## config.mk

```make
export PLATFORM = sky130hd
export DESIGN_NAME = usf_ctrl
export DESIGN_NICKNAME = d
export VERILOG_FILES = /design/src/hw/rtl/usf_pkg.sv /design/src/hw/rtl/usf_ctrl.sv
export VERILOG_INCLUDE_DIRS = /design/src /design/src/hw/rtl
export SDC_FILE = /design/constraint.sdc
export NUM_CORES = 1
export LEC_CHECK = 0
export BUFFER_PORTS_ARGS = -buffer_cell sky130_fd_sc_hd__buf_4
export CAP_MARGIN = 0
export CELL_PAD_IN_SITES_DETAIL_PLACEMENT = 0
export CELL_PAD_IN_SITES_GLOBAL_PLACEMENT = 2
export CORE_MARGIN = 2
export CORE_UTILIZATION = 40
export CTS_BUF_LIST = sky130_fd_sc_hd__clkbuf_8
export DETAILED_ROUTE_END_ITERATION = 7
export GPL_ROUTABILITY_DRIVEN = 0
export PLACE_DENSITY_LB_ADDON = 0.1
export RECOVER_POWER = 100
export SLEW_MARGIN = 10
export SYNTH_ARGS = -nofsm -noshare
export SYNTH_HDL_FRONTEND = slang
export SYNTH_SLANG_ARGS = --single-unit
export TNS_END_PERCENT = 5
```

## constraint.sdc

```tcl
create_clock -name clk -period 4.6 [get_ports clk]
set_input_delay 0.46 -clock clk [delete_from_list [all_inputs] [get_ports clk]]
set_output_delay 0.46 -clock clk [all_outputs]
set_load 0.01 [all_outputs]
```

## src/hw/rtl/assert_macros.svh

```systemverilog
// Assertion helpers shared by the fixup RTL.
// Define NO_ASSERTIONS to compile every check away.
`ifndef ASSERT_MACROS_SVH
`define ASSERT_MACROS_SVH

`ifndef NO_ASSERTIONS

// Property that must hold at every clock edge outside reset.
`define USF_ASSERT(lbl, clk, rstn, prop, msg) \
    lbl: assert property (@(posedge clk) disable iff (!rstn) prop) else $error(msg);

// Condition that must never be seen at a clock edge outside reset.
`define USF_NEVER(lbl, clk, rstn, cond, msg) \
    lbl: assert property (@(posedge clk) disable iff (!rstn) !(cond)) else $error(msg);

`else

`define USF_ASSERT(lbl, clk, rstn, prop, msg)
`define USF_NEVER(lbl, clk, rstn, cond, msg)

`endif

`endif

```

## src/hw/rtl/usf_pkg.sv

```systemverilog
`default_nettype none

package usf_pkg;

    // Default sizing of the record buffer and of one sector.
    localparam int DEF_MAX_RECORD_BYTES = 4096;
    localparam int DEF_SECTOR_BYTES     = 512;

    // Fixed header layout of a record.
    localparam int HDR_OFFSET_POS   = 4;
    localparam int HDR_COUNT_POS    = 6;
    localparam int MIN_RECORD_BYTES = 8;

    // Action codes of an input beat.
    localparam logic ACT_LOAD = 1'b0;
    localparam logic ACT_READ = 1'b1;

    // Kinds of result beat.
    localparam logic KIND_STATUS = 1'b0;
    localparam logic KIND_DATA   = 1'b1;

    // Status codes reported after a record closes.
    typedef enum logic [2:0] {
        STATUS_OK           = 3'd0,
        STATUS_COUNT_ZERO   = 3'd1,
        STATUS_ARRAY_PAST   = 3'd2,
        STATUS_SECTORS_PAST = 3'd3,
        STATUS_BAD_LENGTH   = 3'd4
    } usf_status_t;

    // Input beat.
    typedef struct packed {
        logic        action;
        logic [7:0]  byte_value;
        logic        last;
        logic [11:0] read_index;
    } usf_in_t;

    // Result beat.
    typedef struct packed {
        logic        result_kind;
        usf_status_t status;
        logic        applied;
        logic [12:0] record_length;
        logic [7:0]  data_byte;
    } usf_out_t;

    // Sequencer states: idle, read-back, header fetch, checks, sequence number
    // fetch, the per-sector compare and repair loop and the result state.
    typedef enum logic [4:0] {
        S_IDLE,
        S_RD,
        S_H0,
        S_H1,
        S_H2,
        S_H3,
        S_H4,
        S_CHK,
        S_U1,
        S_U2,
        S_L0,
        S_L1,
        S_L2,
        S_L3,
        S_L4,
        S_L5,
        S_FIN
    } usf_state_t;

endpackage

`default_nettype wire

```

## src/hw/rtl/usf_ctrl.sv

```systemverilog
`default_nettype none

`include "assert_macros.svh"

// Load, check and repair sequencer. Owns the record length state and drives
// both ports of the record RAM.
module usf_ctrl #(
    parameter int MAX_RECORD_BYTES = 4096,
    parameter int SECTOR_BYTES     = 512
) (
    input  wire logic                                clk,
    input  wire logic                                rst_n,
    input  wire logic                                in_valid,
    input  wire usf_pkg::usf_in_t                    in_item,
    output      logic                                in_ready,
    output      logic                                res_valid,
    output      usf_pkg::usf_out_t                   res_item,
    input  wire logic                                res_free,
    output      logic                                mem_wr_en,
    output      logic [$clog2(MAX_RECORD_BYTES)-1:0] mem_wr_addr,
    output      logic [7:0]                          mem_wr_data,
    output      logic [$clog2(MAX_RECORD_BYTES)-1:0] mem_rd_addr,
    input  wire logic [7:0]                          mem_rd_data
);

    import usf_pkg::*;

    localparam int AW = $clog2(MAX_RECORD_BYTES);
    localparam int CW = $clog2(MAX_RECORD_BYTES + 1);

    usf_state_t  state_reg, state_next;
    logic [CW-1:0] count_reg, count_next;
    logic          ovf_reg, ovf_next;
    logic          closed_reg, closed_next;
    logic [15:0]   off_reg, off_next;
    logic [15:0]   entries_reg, entries_next;
    logic [15:0]   usn_reg, usn_next;
    logic [15:0]   saved_reg, saved_next;
    logic [7:0]    tail_lo_reg, tail_lo_next;
    logic [AW-1:0] tail_pos_reg, tail_pos_next;
    logic [AW-1:0] arr_ptr_reg, arr_ptr_next;
    logic [15:0]   remain_reg, remain_next;
    logic [AW-1:0] rd_addr_reg, rd_addr_next;
    logic          zero_reg, zero_next;
    usf_status_t   status_reg, status_next;
    logic          applied_reg, applied_next;

    logic          accept;
    logic          close_beat;
    logic [CW-1:0] count_base;
    logic          ovf_base;
    logic          array_past;
    logic          sectors_past;
    logic [31:0]   sector_span;

    // Control state.
    always_ff @(posedge clk or negedge rst_n)
    begin
        if (!rst_n)
        begin
            state_reg  <= S_IDLE;
            count_reg  <= '0;
            ovf_reg    <= 1'b0;
            closed_reg <= 1'b0;
        end
        else
        begin
            state_reg  <= state_next;
            count_reg  <= count_next;
            ovf_reg    <= ovf_next;
            closed_reg <= closed_next;
        end
    end

    // Walk datapath registers.
    always_ff @(posedge clk)
    begin
        off_reg      <= off_next;
        entries_reg  <= entries_next;
        usn_reg      <= usn_next;
        saved_reg    <= saved_next;
        tail_lo_reg  <= tail_lo_next;
        tail_pos_reg <= tail_pos_next;
        arr_ptr_reg  <= arr_ptr_next;
        remain_reg   <= remain_next;
        rd_addr_reg  <= rd_addr_next;
        zero_reg     <= zero_next;
        status_reg   <= status_next;
        applied_reg  <= applied_next;
    end

    // A load after a closed record starts a new one.
    assign count_base = closed_reg ? '0 : count_reg;
    assign ovf_base   = closed_reg ? 1'b0 : ovf_reg;

    // Header checks on the fetched offset and entry count.
    assign sector_span  = 32'(entries_reg - 16'd1) * 32'(SECTOR_BYTES);
    assign array_past   = (32'(off_reg) + (32'(entries_reg) << 1)) > 32'(count_reg);
    assign sectors_past = (entries_reg > 16'd1) && (sector_span > 32'(count_reg));

    assign in_ready   = (state_reg == S_IDLE);
    assign accept     = in_valid && in_ready;
    assign close_beat = accept && (in_item.action == ACT_LOAD) && in_item.last;

    // Next state, RAM accesses and result.
    always_comb
    begin
        state_next    = state_reg;
        count_next    = count_reg;
        ovf_next      = ovf_reg;
        closed_next   = closed_reg;
        off_next      = off_reg;
        entries_next  = entries_reg;
        usn_next      = usn_reg;
        saved_next    = saved_reg;
        tail_lo_next  = tail_lo_reg;
        tail_pos_next = tail_pos_reg;
        arr_ptr_next  = arr_ptr_reg;
        remain_next   = remain_reg;
        rd_addr_next  = rd_addr_reg;
        zero_next     = zero_reg;
        status_next   = status_reg;
        applied_next  = applied_reg;

        mem_wr_en   = 1'b0;
        mem_wr_addr = AW'(count_base);
        mem_wr_data = in_item.byte_value;
        mem_rd_addr = rd_addr_reg;

        res_valid = 1'b0;
        res_item  = '{result_kind:   KIND_STATUS,
                      status:        status_reg,
                      applied:       applied_reg,
                      record_length: 13'(count_reg),
                      data_byte:     8'd0};

        unique case (state_reg)
            S_IDLE:
            begin
                if (accept && (in_item.action == ACT_LOAD))
                begin
                    // Store the byte, or note that the record ran long.
                    count_next = count_base;
                    ovf_next   = ovf_base;
                    if (count_base < CW'(MAX_RECORD_BYTES))
                    begin
                        mem_wr_en  = 1'b1;
                        count_next = count_base + CW'(1);
                    end
                    else
                    begin
                        ovf_next = 1'b1;
                    end
                    closed_next = 1'b0;
                    if (in_item.last)
                    begin
                        closed_next  = 1'b1;
                        status_next  = STATUS_OK;
                        applied_next = 1'b0;
                        if (ovf_next || (32'(count_next) < 32'(MIN_RECORD_BYTES)))
                        begin
                            status_next = STATUS_BAD_LENGTH;
                            state_next  = S_FIN;
                        end
                        else
                        begin
                            state_next = S_H0;
                        end
                    end
                end
                else if (accept)
                begin
                    // Read-back: bytes past the record read as zero. The RAM
                    // address goes out now so the data is there in S_RD.
                    mem_rd_addr  = AW'(in_item.read_index);
                    rd_addr_next = AW'(in_item.read_index);
                    zero_next    = !(32'(in_item.read_index) < 32'(count_reg));
                    state_next   = S_RD;
                end
            end

            S_RD:
            begin
                res_valid = 1'b1;
                res_item  = '{result_kind:   KIND_DATA,
                              status:        STATUS_OK,
                              applied:       1'b0,
                              record_length: 13'(count_reg),
                              data_byte:     zero_reg ? 8'd0 : mem_rd_data};
                if (res_free)
                begin
                    state_next = S_IDLE;
                end
            end

            // Header fetch: offset word, then entry count word.
            S_H0:
            begin
                mem_rd_addr = AW'(HDR_OFFSET_POS);
                state_next  = S_H1;
            end

            S_H1:
            begin
                mem_rd_addr   = AW'(HDR_OFFSET_POS + 1);
                off_next[7:0] = mem_rd_data;
                state_next    = S_H2;
            end

            S_H2:
            begin
                mem_rd_addr    = AW'(HDR_COUNT_POS);
                off_next[15:8] = mem_rd_data;
                state_next     = S_H3;
            end

            S_H3:
            begin
                mem_rd_addr       = AW'(HDR_COUNT_POS + 1);
                entries_next[7:0] = mem_rd_data;
                state_next        = S_H4;
            end

            S_H4:
            begin
                entries_next[15:8] = mem_rd_data;
                state_next         = S_CHK;
            end

            S_CHK:
            begin
                // Fetch the sequence number while the checks settle.
                mem_rd_addr   = AW'(off_reg);
                arr_ptr_next  = AW'(off_reg) + AW'(2);
                tail_pos_next = AW'(SECTOR_BYTES - 2);
                remain_next   = entries_reg - 16'd1;
                if (entries_reg == 16'd0)
                begin
                    status_next = STATUS_COUNT_ZERO;
                    state_next  = S_FIN;
                end
                else if (array_past)
                begin
                    status_next = STATUS_ARRAY_PAST;
                    state_next  = S_FIN;
                end
                else if (sectors_past)
                begin
                    status_next = STATUS_SECTORS_PAST;
                    state_next  = S_FIN;
                end
                else if (entries_reg == 16'd1)
                begin
                    applied_next = 1'b1;
                    state_next   = S_FIN;
                end
                else
                begin
                    state_next = S_U1;
                end
            end

            S_U1:
            begin
                mem_rd_addr   = AW'(off_reg) + AW'(1);
                usn_next[7:0] = mem_rd_data;
                state_next    = S_U2;
            end

            S_U2:
            begin
                mem_rd_addr    = arr_ptr_reg;
                usn_next[15:8] = mem_rd_data;
                state_next     = S_L1;
            end

            // Sector loop: saved word, tail word, compare, write back.
            S_L0:
            begin
                mem_rd_addr = arr_ptr_reg;
                state_next  = S_L1;
            end

            S_L1:
            begin
                mem_rd_addr     = arr_ptr_reg + AW'(1);
                saved_next[7:0] = mem_rd_data;
                state_next      = S_L2;
            end

            S_L2:
            begin
                mem_rd_addr      = tail_pos_reg;
                saved_next[15:8] = mem_rd_data;
                state_next       = S_L3;
            end

            S_L3:
            begin
                mem_rd_addr  = tail_pos_reg + AW'(1);
                tail_lo_next = mem_rd_data;
                state_next   = S_L4;
            end

            S_L4:
            begin
                if ({mem_rd_data, tail_lo_reg} != usn_reg)
                begin
                    // Mismatch ends the walk; earlier sectors stay repaired.
                    state_next = S_FIN;
                end
                else
                begin
                    mem_wr_en   = 1'b1;
                    mem_wr_addr = tail_pos_reg;
                    mem_wr_data = saved_reg[7:0];
                    state_next  = S_L5;
                end
            end

            S_L5:
            begin
                mem_wr_en     = 1'b1;
                mem_wr_addr   = tail_pos_reg + AW'(1);
                mem_wr_data   = saved_reg[15:8];
                tail_pos_next = tail_pos_reg + AW'(SECTOR_BYTES);
                arr_ptr_next  = arr_ptr_reg + AW'(2);
                remain_next   = remain_reg - 16'd1;
                if (remain_reg == 16'd1)
                begin
                    applied_next = 1'b1;
                    state_next   = S_FIN;
                end
                else
                begin
                    state_next = S_L0;
                end
            end

            S_FIN:
            begin
                res_valid = 1'b1;
                if (res_free)
                begin
                    state_next = S_IDLE;
                end
            end

            default:
            begin
                state_next = S_IDLE;
            end
        endcase
    end

    `USF_NEVER(a_count_bound, clk, rst_n, count_reg > CW'(MAX_RECORD_BYTES), "length too big")
    `USF_ASSERT(a_ovf_full, clk, rst_n, ovf_reg |-> (count_reg == CW'(MAX_RECORD_BYTES)), "ovf")
    `USF_ASSERT(a_close_walk, clk, rst_n, close_beat |=> (state_reg inside {S_H0, S_FIN}), "walk")
    `USF_ASSERT(a_result_done, clk, rst_n, (res_valid && res_free) |=> (state_reg == S_IDLE), "busy")

endmodule

`default_nettype wire

```

==> flow_summary.ini, run 1 <==
[setup_path]
cp_num_buf_inv = 1
crit_path_start_kind = flip-flop
worstPathRequired_ns = 4.14
crit_arrival_ns = 3.80
crit_path_start = state_reg[3]
max_stage_delay_ns = 0.69
path_cells = or3b_1 -> nor2_8 -> mux2i_1 -> or3_1 -> nor4_2 -> xor2_1 -> o2111ai_1 -> clkbuf_1
end_kind = output port
crit_path_max_fanout = 24
crit_type = reg2out
slowest_stage = dfrtp_1
worst_path_dominant_cell_family = simple AND/OR/NAND/NOR gates
r2r-start = off_reg[1]

[global_routing]
antenna_found_initial = 1
grt_pass1_wl_um = 43300
grt_pass1_vias = 7188
grt-ovfl-total = 0
grt_max_degree = 31
grt_usage = 0.240

[floorplan]
core_mm2 = 0.0226
fp.dieH_um = 155
die_x_um = 155
initial_utilization = 0.406
io_pins = 95
die_area_mm2 = 0.0241
rows = 55

[clock_tree]
clock-sinks = 140
cts_made_buffers = 17
clkTransAtPathRegs_ns = 0.10
root_buffer = clkbuf_8
clock_latency_ns = 0.46
cts_setup_buffers = 0
cts_tree = done
htree_levels = 4
cts_max_path_buffers = 2

[pwr]
power_switching_w = 0.00223
clock_power_share = 0.220
netSwitchingFraction = 0.425
peakVddDrop_mv = 0.289
pwr-share-seq = 0.348
pwr_density_cell_mw_per_mm2 = 504
power_w = 0.00526
power.share.combinational = 0.431
intPower_w = 0.00302
leakage_nw = 3.87

[job]
drv_cap = 0

[detailed_routing]
via_per_inst = 5.73
ant_nets = 0
drc_errors = 0
detail_route.first_pass.iterations = 5
post_drt_wl_per_cell_um = 22.1
drt-total-wl_um = 29000
route.vias.total = 7518
first_iter_violations = 458

[sta]
period_needed_ns = 4.26
worstMarginPinSlew_ns = 1.29
fin_crit_sh = 0.926
setup_tns_ns = 0
final-max-slew-violation-count = 0
max_freq_mhz = 235
rsz0062_at_grt = false
fin_skew_ns = 0.0155
setup_viol = 0
relSlewSlack = 0.136
hold_violations = 0

[layout]
syn_to_final_growth_pct = 13.8
drive_above_1_share = 0.0905
fillCellCount = 2271
fin_nets = 1101
antenna_cells = 0
multi_input_area_mm2 = 0.00475
ff_latch_area_mm2 = 0.00410

[yosys]
ys_seq_area_frac = 0.448
synth_ff_type = edfxtp_1
ys_types = 76
synthArstFlopShare = 0.143
synthCells = 918
yosysWarnings = 0
synth_nets = 1004
synth-edff-count = 120
avgSynthCellArea_um2 = 9.99
netlist_area_mm2 = 0.00917
ys_ff_latch = 140

[min_path]
hold_class = in2reg
min_from = in_item[1]

[place]
port_buffers = 94
hpwl_um = 21900

[outcome]
outcome = completed
==> power by group through the flow <==
stage	Clock [W]	Sequential [W]	Combinational (W)
6_report	0.00116	0.00183	0.00227
5_1_grt	0.00122	0.00185	0.00249
4_1_cts	0.00118	0.00183	0.00246
3_5_place_dp	0	0.00185	0.00244
3_3_place_gp	0	0.00185	0.00245
2_1_floorplan	0	0.00176	0.00153
==> final timing paths <==
check / end / slack, ns / cells after the start
setup / recovery: mem_rd_addr[11] / 0.34 / 8
max in group asynchronous: closed_reg / 3.04 / 2
hold / removal: rd_addr_reg[1] / 0.32 / 3
min in group asynchronous: count_reg[7] / 0.79 / 2
hold reg to reg: ovf_reg / 0.55 / 2
setup reg to reg: applied_reg / 0.36 / 17
==> cell usage in the layout, fill, tap and decap left out, drive strengths merged, types with 29 or more instances in the layout <==
master and n:
a21oi 59, buf 48, clkbuf 81, edfxtp 120, ha 51, inv 50
mux2i 29, nand2 76, nand3 35, nor2 66, nor3 34, o21ai 55
xor2 43
==> final cells by class <==
cell class | count | area share
clock inverters | 15 | 0.0211
multi-input cells | 701 | 0.455
repair buffers | 113 | 0.0585
inverters | 42 | 0.0151
flip-flops and latches | 140 | 0.393
well taps | 285 | 0.0342
clock buffers | 17 | 0.0224
==> synthesized netlist by cell type, drive strengths merged, types with 3 or more instances <==
master,count,share of area
a21oi,59,0.032
nand2b,14,0.0096
or3,10,0.0068
a221o,3,0.0033
o22ai,8,0.0055
or2,3,0.0020
nand2,76,0.031
mux2,16,0.020
xor2,43,0.041
o211ai,9,0.0074
edfxtp,120,0.39
inv,41,0.017
a31oi,10,0.0068
and2,18,0.012
a22oi,10,0.0082
or4,4,0.0033
nor2b,8,0.0055
a221oi,10,0.010
nand4,14,0.0096
o31ai,5,0.0041
o21a,7,0.0057
nor4,12,0.0089
buf,6,0.0045
a2111oi,3,0.0029
mux2i,29,0.032
nor3,34,0.020
nor2,66,0.029
a211oi,7,0.0057
ha,51,0.070
nand4b,3,0.0029
a222oi,4,0.0044
o21ai,55,0.030
o2111ai,3,0.0029
dfrtp,20,0.055
clkbuf,29,0.012
nand3,35,0.019
a21o,11,0.0090
xnor2,27,0.026
and3,4,0.0027
==> through the flow <==
step	instances	setup slack [ns]	utilization	hold slack, ns	instance area, µm²
after floorplan	918	0.801	-	0.164	9170
after global placement	1280	0.524	0.452	0.372	10200
after detailed placement	1280	0.448	0.452	0.374	10200
after CTS	1313	0.317	0.473	0.266	10700
after global routing	1313	0.0791	0.462	0.313	10400
final	1313	0.342	0.462	0.319	10400
==> logic make-up (layout without fill, tap and decap cells) <==
kind of cell | after synthesis | after routing | synth area share
compound gates | 224 | 224 | 0.158
simple gates | 310 | 310 | 0.171
mux | 45 | 45 | 0.0513
buf+inv | 77 | 187 | 0.0336
xor+xnor | 70 | 70 | 0.0669
flops | 140 | 140 | 0.448
fa+ha+maj | 52 | 52 | 0.0718
==> worst min-delay path: cells and delay by family <==
family | cells | cell delay (ns)
AOI/OAI and AO/OA | 1 | 0.07
buffers and inverters | 1 | 0.09
and+or+nand+nor | 1 | 0.06
==> repair_timing <==
action,in CTS,in global routing
resized for setup,0,0
setup endpoints to repair,0,0
endpoints found under the hold margin,20,0
hold buffers,1,0
==> layer usage <==
layer	vias up	track usage	wire length, µm
met5	-	0	0
met4	0	0.0760	650
met3	31	0.0320	904
met2	162	0.375	13300
met1	3678	0.348	14100
li1	3647	-	-
(Power assumes the default switching activity.)
==> inputs of run 2 (changes only) <==
--- a/config.mk
+++ b/config.mk
@@ -11,10 +11,10 @@
 export CELL_PAD_IN_SITES_DETAIL_PLACEMENT = 0
 export CELL_PAD_IN_SITES_GLOBAL_PLACEMENT = 2
 export CORE_MARGIN = 2
-export CORE_UTILIZATION = 40
-export CTS_BUF_LIST = sky130_fd_sc_hd__clkbuf_8
+export CORE_UTILIZATION = 39
 export DETAILED_ROUTE_END_ITERATION = 7
 export GPL_ROUTABILITY_DRIVEN = 0
+export GPL_TIMING_DRIVEN = 1
 export PLACE_DENSITY_LB_ADDON = 0.1
 export RECOVER_POWER = 100
 export SLEW_MARGIN = 10
==> run 2 against run 1 <==
  * The run now ends with max-capacitance violations, max-slew violations left
  * Maximum frequency is 0.13% higher
  * Count of clock-buffer cells in the layout is the same
  * Combinational power hardly changed
  * Largest cell class unchanged
  * Largest power group unchanged
  * Highest routed layer unchanged
==> flow_summary.ini, run 2 (synthesis results as in run 1) <==
[outcome]
outcome = finished, violations left
violations = max-capacitance violations, max-slew violations

[sta]
fin_crit_sh = 0.925
fin_skew_ns = 0.0264
setup_tns_ns = 0
hold_violations = 0
final-max-slew-violation-count = 29
worstMarginPinSlew_ns = 1.60
layout_setup_ws_ns = 0.347
max_freq_mhz = 235
setup_viol = 0
rsz0062_at_grt = false
relSlewSlack = -0.0672
period_needed_ns = 4.25

[layout]
fillCellCount = 2351
final_cell_area_mm2 = 0.0106
syn_to_final_growth_pct = 16.2
fin_nets = 1103
mostFrequentLayoutCells = 120 x edfxtp_1, 76 x nand2_1, 66 x clkbuf_1
antenna_cells = 0
drive_above_1_share = 0.0883
layout_commonest_cell = edfxtp_1

[detailed_routing]
via_per_inst = 5.58
wl_met3_um = 999
drt-met1-wl_um = 14100
drt-total-wl_um = 29000
post_drt_wl_per_cell_um = 21.5
routed.top_layer = met4
wl_met2_um = 13300
route.vias.total = 7524
detail_route.first_pass.iterations = 6
ant_nets = 0
drc_errors = 0
first_iter_violations = 458

[pwr]
leakage_nw = 3.94
power_switching_w = 0.00233
peakVddDrop_mv = 0.265
intPower_w = 0.00320
clock_power_share = 0.257
pwr_density_cell_mw_per_mm2 = 519
power.share.combinational = 0.413
netSwitchingFraction = 0.422
pwr-share-seq = 0.330

[floorplan]
fp.dieH_um = 157
core_mm2 = 0.0233
rows = 56
io_pins = 95
die_x_um = 157
initial_utilization = 0.394
die_area_mm2 = 0.0247

[global_routing]
grt-ovfl-total = 0
antenna_found_initial = 0
grt_max_degree = 34
grt_pass1_vias = 7017
grt_usage = 0.239
grt_pass1_wl_um = 43300

[place]
place_ws_ns = 0.431
dpl_cell_area_mm2 = 0.0103
hpwl_um = 22100
port_buffers = 94

[clock_tree]
htree_levels = 4
clock_latency_ns = 0.44
root_buffer = clkbuf_16
cts_tree = done
clkTransAtPathRegs_ns = 0.08
cts_repair_resize_count = 0
clock-sinks = 140
cts_max_path_buffers = 2
cts_made_buffers = 17

[setup_path]
reg2reg_to = applied_reg
reg2reg_slack_ns = 0.35
crit_path_start_kind = flip-flop
crit_path_max_fanout = 5
crit_path_start = off_reg[2]
r2r-start = off_reg[2]
end_kind = flip-flop
crit_arrival_ns = 4.37
crit_type = reg2reg
worstPathRequired_ns = 4.72
r2r_cells = 15

[min_path]
hold_class = in2reg
timing.hold.worst_endpoint = rd_addr_reg[1]
min_from = in_item[1]
hold_depth = 3

[job]
drv_cap = 1
[run 2: cell types whose count changed in the layout (fill, tap and decap cells not counted), moves of 2 or more]
| cell | before | now |
|---|---|---|
| bufinv_16 | 3 | 0 |
| mux2_2 | 5 | 3 |
| clkbuf_1 | 64 | 66 |
| inv_6 | 5 | 3 |
| clkbuf_8 | 17 | 0 |
| mux2_1 | 11 | 13 |
| clkinv_8 | 2 | 6 |
| clkbuf_16 | 0 | 17 |
[run 2: worst max-delay path by stage]
stage | to | slack, ns | depth (start not counted)
global placement | applied_reg | 0.49 | 15
CTS | applied_reg | 0.41 | 15
finish | applied_reg | 0.35 | 15
floorplan | applied_reg | 0.80 | 18
detailed placement | applied_reg | 0.43 | 15
global route | applied_reg | 0.06 | 15
[run 2: critical path, stage by stage, from the launching register on]
cell and delay [ns]:
edfxtp_1 0.47, ha_1 0.34, a211oi_1 0.32, o211ai_1 0.16, o311ai_1 0.13, and2_0 0.26, o21ai_0 0.14, xor2_1 0.18
ha_1 0.32, a211o_1 0.30, a21oi_1 0.14, a221o_1 0.17, o2111ai_1 0.08, or4_1 0.44, or2_1 0.30, o211ai_1 0.20
[run 2: final cells by class]
cell class | count | area (µm²) | share of cell area
clock buffer | 17 | 425 | 0.0400
clock inverter | 15 | 189 | 0.0177
inverter | 42 | 158 | 0.0148
multi-input combinational | 701 | 4750 | 0.447
sequential | 140 | 4100 | 0.385
tap | 319 | 399 | 0.0375
timing repair buffer | 115 | 618 | 0.0580
[run 2: repair_timing]
| action | 4_1_cts | 5_1_grt |
|---|---|---|
| hold buffers | 1 | 0 |
| setup buffers | 0 | 0 |
| endpoints found under the hold margin | 20 | 0 |
[run 2: metrics by stage]
step                      utilization  power (W)  hold WS, ns  instances
after floorplan                     -    0.00329        0.164        918
after detailed placement        0.442    0.00431        0.373       1316
after CTS                       0.468    0.00575        0.314       1349
final                           0.458    0.00553        0.345       1349
after global placement          0.442    0.00432        0.384       1316
after global routing            0.458    0.00587        0.349       1349
[run 2: layer usage]
layer / vias up / global-route usage
li1: 3649 / -
met1: 3665 / 0.352
met2: 184 / 0.363
met3: 26 / 0.0328
met4: 0 / 0.0753
met5: - / 0
[run 2: power groups by stage]
stage	registers (W)	logic, W	clock network (W)
after floorplan	0.00176	0.00153	0
after global placement	0.00184	0.00248	0
after detailed placement	0.00185	0.00246	0
after CTS	0.00182	0.00248	0.00145
after global routing	0.00186	0.00251	0.00150
final	0.00182	0.00228	0.00142
==> inputs of run 3 (changes only) <==
--- a/config.mk
+++ b/config.mk
@@ -6,12 +6,13 @@
 export SDC_FILE = /design/constraint.sdc
 export NUM_CORES = 1
 export LEC_CHECK = 0
+export ABC_AREA = 1
 export BUFFER_PORTS_ARGS = -buffer_cell sky130_fd_sc_hd__buf_4
 export CAP_MARGIN = 0
 export CELL_PAD_IN_SITES_DETAIL_PLACEMENT = 0
 export CELL_PAD_IN_SITES_GLOBAL_PLACEMENT = 2
 export CORE_MARGIN = 2
-export CORE_UTILIZATION = 39
+export CORE_UTILIZATION = 36
 export DETAILED_ROUTE_END_ITERATION = 7
 export GPL_ROUTABILITY_DRIVEN = 0
 export GPL_TIMING_DRIVEN = 1
==> run 3 against run 2 <==
  * The flow still finishes with violations (max-capacitance violations, max-slew violations)
  * Power grew 6.9%
  * Design area rose by 0.73%
  * Worst hold slack worse by 0.030 ns
  * Largest cell class unchanged
  * Largest power group unchanged
==> flow_summary.ini, run 3 <==
[outcome]
outcome = finished, violations left
violations = max-capacitance violations, max-slew violations

[yosys]
synth_ff_type = edfxtp_1
synth.top_cells.by_count = 285 x nand2_1, 152 x inv_1, 146 x nor2_1, 120 x edfxtp_1, 51 x ha_1
synthCells = 1151
yosysMostFrequentCell = nand2_1
synth-edff-count = 120
yosysWarnings = 0
post-synth-top-area-cell = edfxtp_1
ys_seq_area_frac = 0.442
avgSynthCellArea_um2 = 8.06
ys_types = 50
synthArstFlopShare = 0.143
yosysTopAreaCellShare = 0.388
netlist_area_mm2 = 0.00928
ys_ff_latch = 140
synthTopCellsByArea = edfxtp_1 39%, nand2_1 12%, ha_1 6.9%, inv_1 6.1%, nor2_1 5.9%
synth_nets = 1237

[layout]
syn_to_final_growth_pct = 15.6
final_cell_area_mm2 = 0.0107
multi_input_area_mm2 = 0.00444
layout_commonest_cell = nand2_1
antenna_cells = 0
mostFrequentLayoutCells = 286 x nand2_1, 160 x inv_1, 152 x nor2_1
fin_nets = 1342
stdcell_count = 1599
drive_above_1_share = 0.0662
fillCellCount = 2660
final_util = 0.425
ff_latch_area_mm2 = 0.00410

[sta]
fin_crit_sh = 0.849
final-max-slew-violation-count = 55
max_freq_mhz = 256
setup_tns_ns = 0
hold_violations = 0
fin_skew_ns = 0.0158
period_needed_ns = 3.90
setup_viol = 0
rsz0062_at_grt = false
relSlewSlack = -0.179
layout_setup_ws_ns = 0.696
worstMarginPinSlew_ns = 1.77

[clock_tree]
clkTransAtPathRegs_ns = 0.07
cts_tree = done
cts_max_path_buffers = 2
root_buffer = clkbuf_16
clock_latency_ns = 0.44
cts_made_buffers = 17
htree_levels = 4
cts_setup_buffers = 0
clock-sinks = 140

[detailed_routing]
detail_route.first_pass.iterations = 5
first_iter_violations = 505
ant_nets = 0
route.vias.total = 7976
via_per_inst = 4.99
drt-total-wl_um = 30600
drc_errors = 0
post_drt_wl_per_cell_um = 19.1

[min_path]
hold_depth = 3
hold_class = in2reg
timing.hold.worst_endpoint = closed_reg
min_from = in_item[12]

[setup_path]
crit_path_start_kind = flip-flop
crit_type = reg2reg
end_kind = flip-flop
crit_path_max_fanout = 33
r2r-start = state_reg[4]
worst_path_dominant_cell_family = buffers and inverters
reg2reg_to = arr_ptr_reg[11]
worstPathRequired_ns = 4.78
crit_arrival_ns = 4.09
r2r_cells = 12
slowest_stage = clkbuf_1
cp_num_buf_inv = 3
max_stage_delay_ns = 1.29
reg2reg_slack_ns = 0.70
path_cells = inv_1 -> nand3_1 -> nor2_4 -> clkbuf_1 -> nand2_1 -> o21ai_0 -> ha_1 -> nand2_1 -> inv_1 -> nand4_1 -> nand3b_1 -> xor2_1

[global_routing]
grt-ovfl-total = 0
antenna_found_initial = 0
grt_pass1_wl_um = 47000
grt_max_degree = 38
grt_pass1_vias = 7765
grt_usage = 0.235

[pwr]
leakage_nw = 4.68
pwr_density_cell_mw_per_mm2 = 551
peakVddDrop_mv = 0.242

[floorplan]
die_x_um = 165
io_pins = 95
rows = 58
initial_utilization = 0.367
core_mm2 = 0.0253
die_area_mm2 = 0.0271
fp.dieH_um = 165

[place]
port_buffers = 94
hpwl_um = 23700
dpl_cell_area_mm2 = 0.0104
place_ws_ns = 1.04
dp.cells = 1566

[job]
drv_cap = 2
## run 3: worst reg2reg max path, delay by kind of cell (launching register included)
kind / cells / cell delay, ns
buffers and inverters: 3 / 1.56
AND/OR/NAND/NOR: 6 / 1.01
flip-flops: 1 / 0.42
adder cells (fa/ha/maj): 1 / 0.26
AO/OA/AOI/OAI: 1 / 0.24
XOR/XNOR: 1 / 0.17
## run 3: worst max-delay path by stage
stage | depth (start not counted) | to | from | slack, ns
2_1_floorplan | 21 | applied_reg | entries_reg[0] | 1.54
3_3_place_gp | 21 | state_reg[3] | entries_reg[0] | 1.13
3_5_place_dp | 22 | status_reg[1] | entries_reg[0] | 1.04
4_1_cts | 11 | mem_rd_addr[1] | state_reg[0] | 0.86
5_1_grt | 11 | mem_rd_addr[1] | state_reg[0] | 0.39
6_report | 12 | arr_ptr_reg[11] | state_reg[4] | 0.70
## run 3: where the power goes
group          leakage (nW)  switching (W)  internal (W)  total (W)
Clock                 0.305       0.000649      0.000833    0.00148
Combinational          3.02        0.00170      0.000864    0.00257
Sequential             1.35       0.000190       0.00167    0.00186
## run 3: logic make-up after synthesis
| kind of cell | count (synthesis) | share of synthesized area |
|---|---|---|
| AOI/OAI and AO/OA | 175 | 0.112 |
| xor gates and xnor gates | 54 | 0.0510 |
| buffers and inverters | 183 | 0.0754 |
| adders and majority gates | 52 | 0.0709 |
| and+or+nand+nor | 546 | 0.248 |
| DFF | 140 | 0.442 |
| muxes | 1 | 0.00108 |
## run 3: what timing repair did
action / CTS / global route
hold endpoints to repair: 20 / 0
hold buffers: 1 / 0
gates resized for setup: 0 / 0
endpoints found under the setup margin: 0 / 0
## run 3: stage by stage
stage / hold slack (ns) / power, W
after global routing: 0.336 / 0.00636
after detailed placement: 0.393 / 0.00469
after floorplan: 0.164 / 0.00350
after global placement: 0.392 / 0.00469
after CTS: 0.306 / 0.00619
final: 0.315 / 0.00591
## run 3: per-layer routing
| layer | vias up | routed length [µm] | track usage |
|---|---|---|---|
| met1 | 3728 | 14400 | 0.329 |
| met5 | - | 0 | 0 |
| li1 | 4067 | - | - |
| met3 | 32 | 1030 | 0.0311 |
| met2 | 149 | 14600 | 0.387 |
| met4 | 0 | 518 | 0.0569 |
## run 3: area by class of cell
class	instances	area share
Multi-Input combinational cell	828	0.414
Clock inverter	15	0.0178
Tap cell	330	0.0385
Timing Repair Buffer	105	0.0497
Clock buffer	17	0.0397
Sequential cell	140	0.383
Inverter	164	0.0574
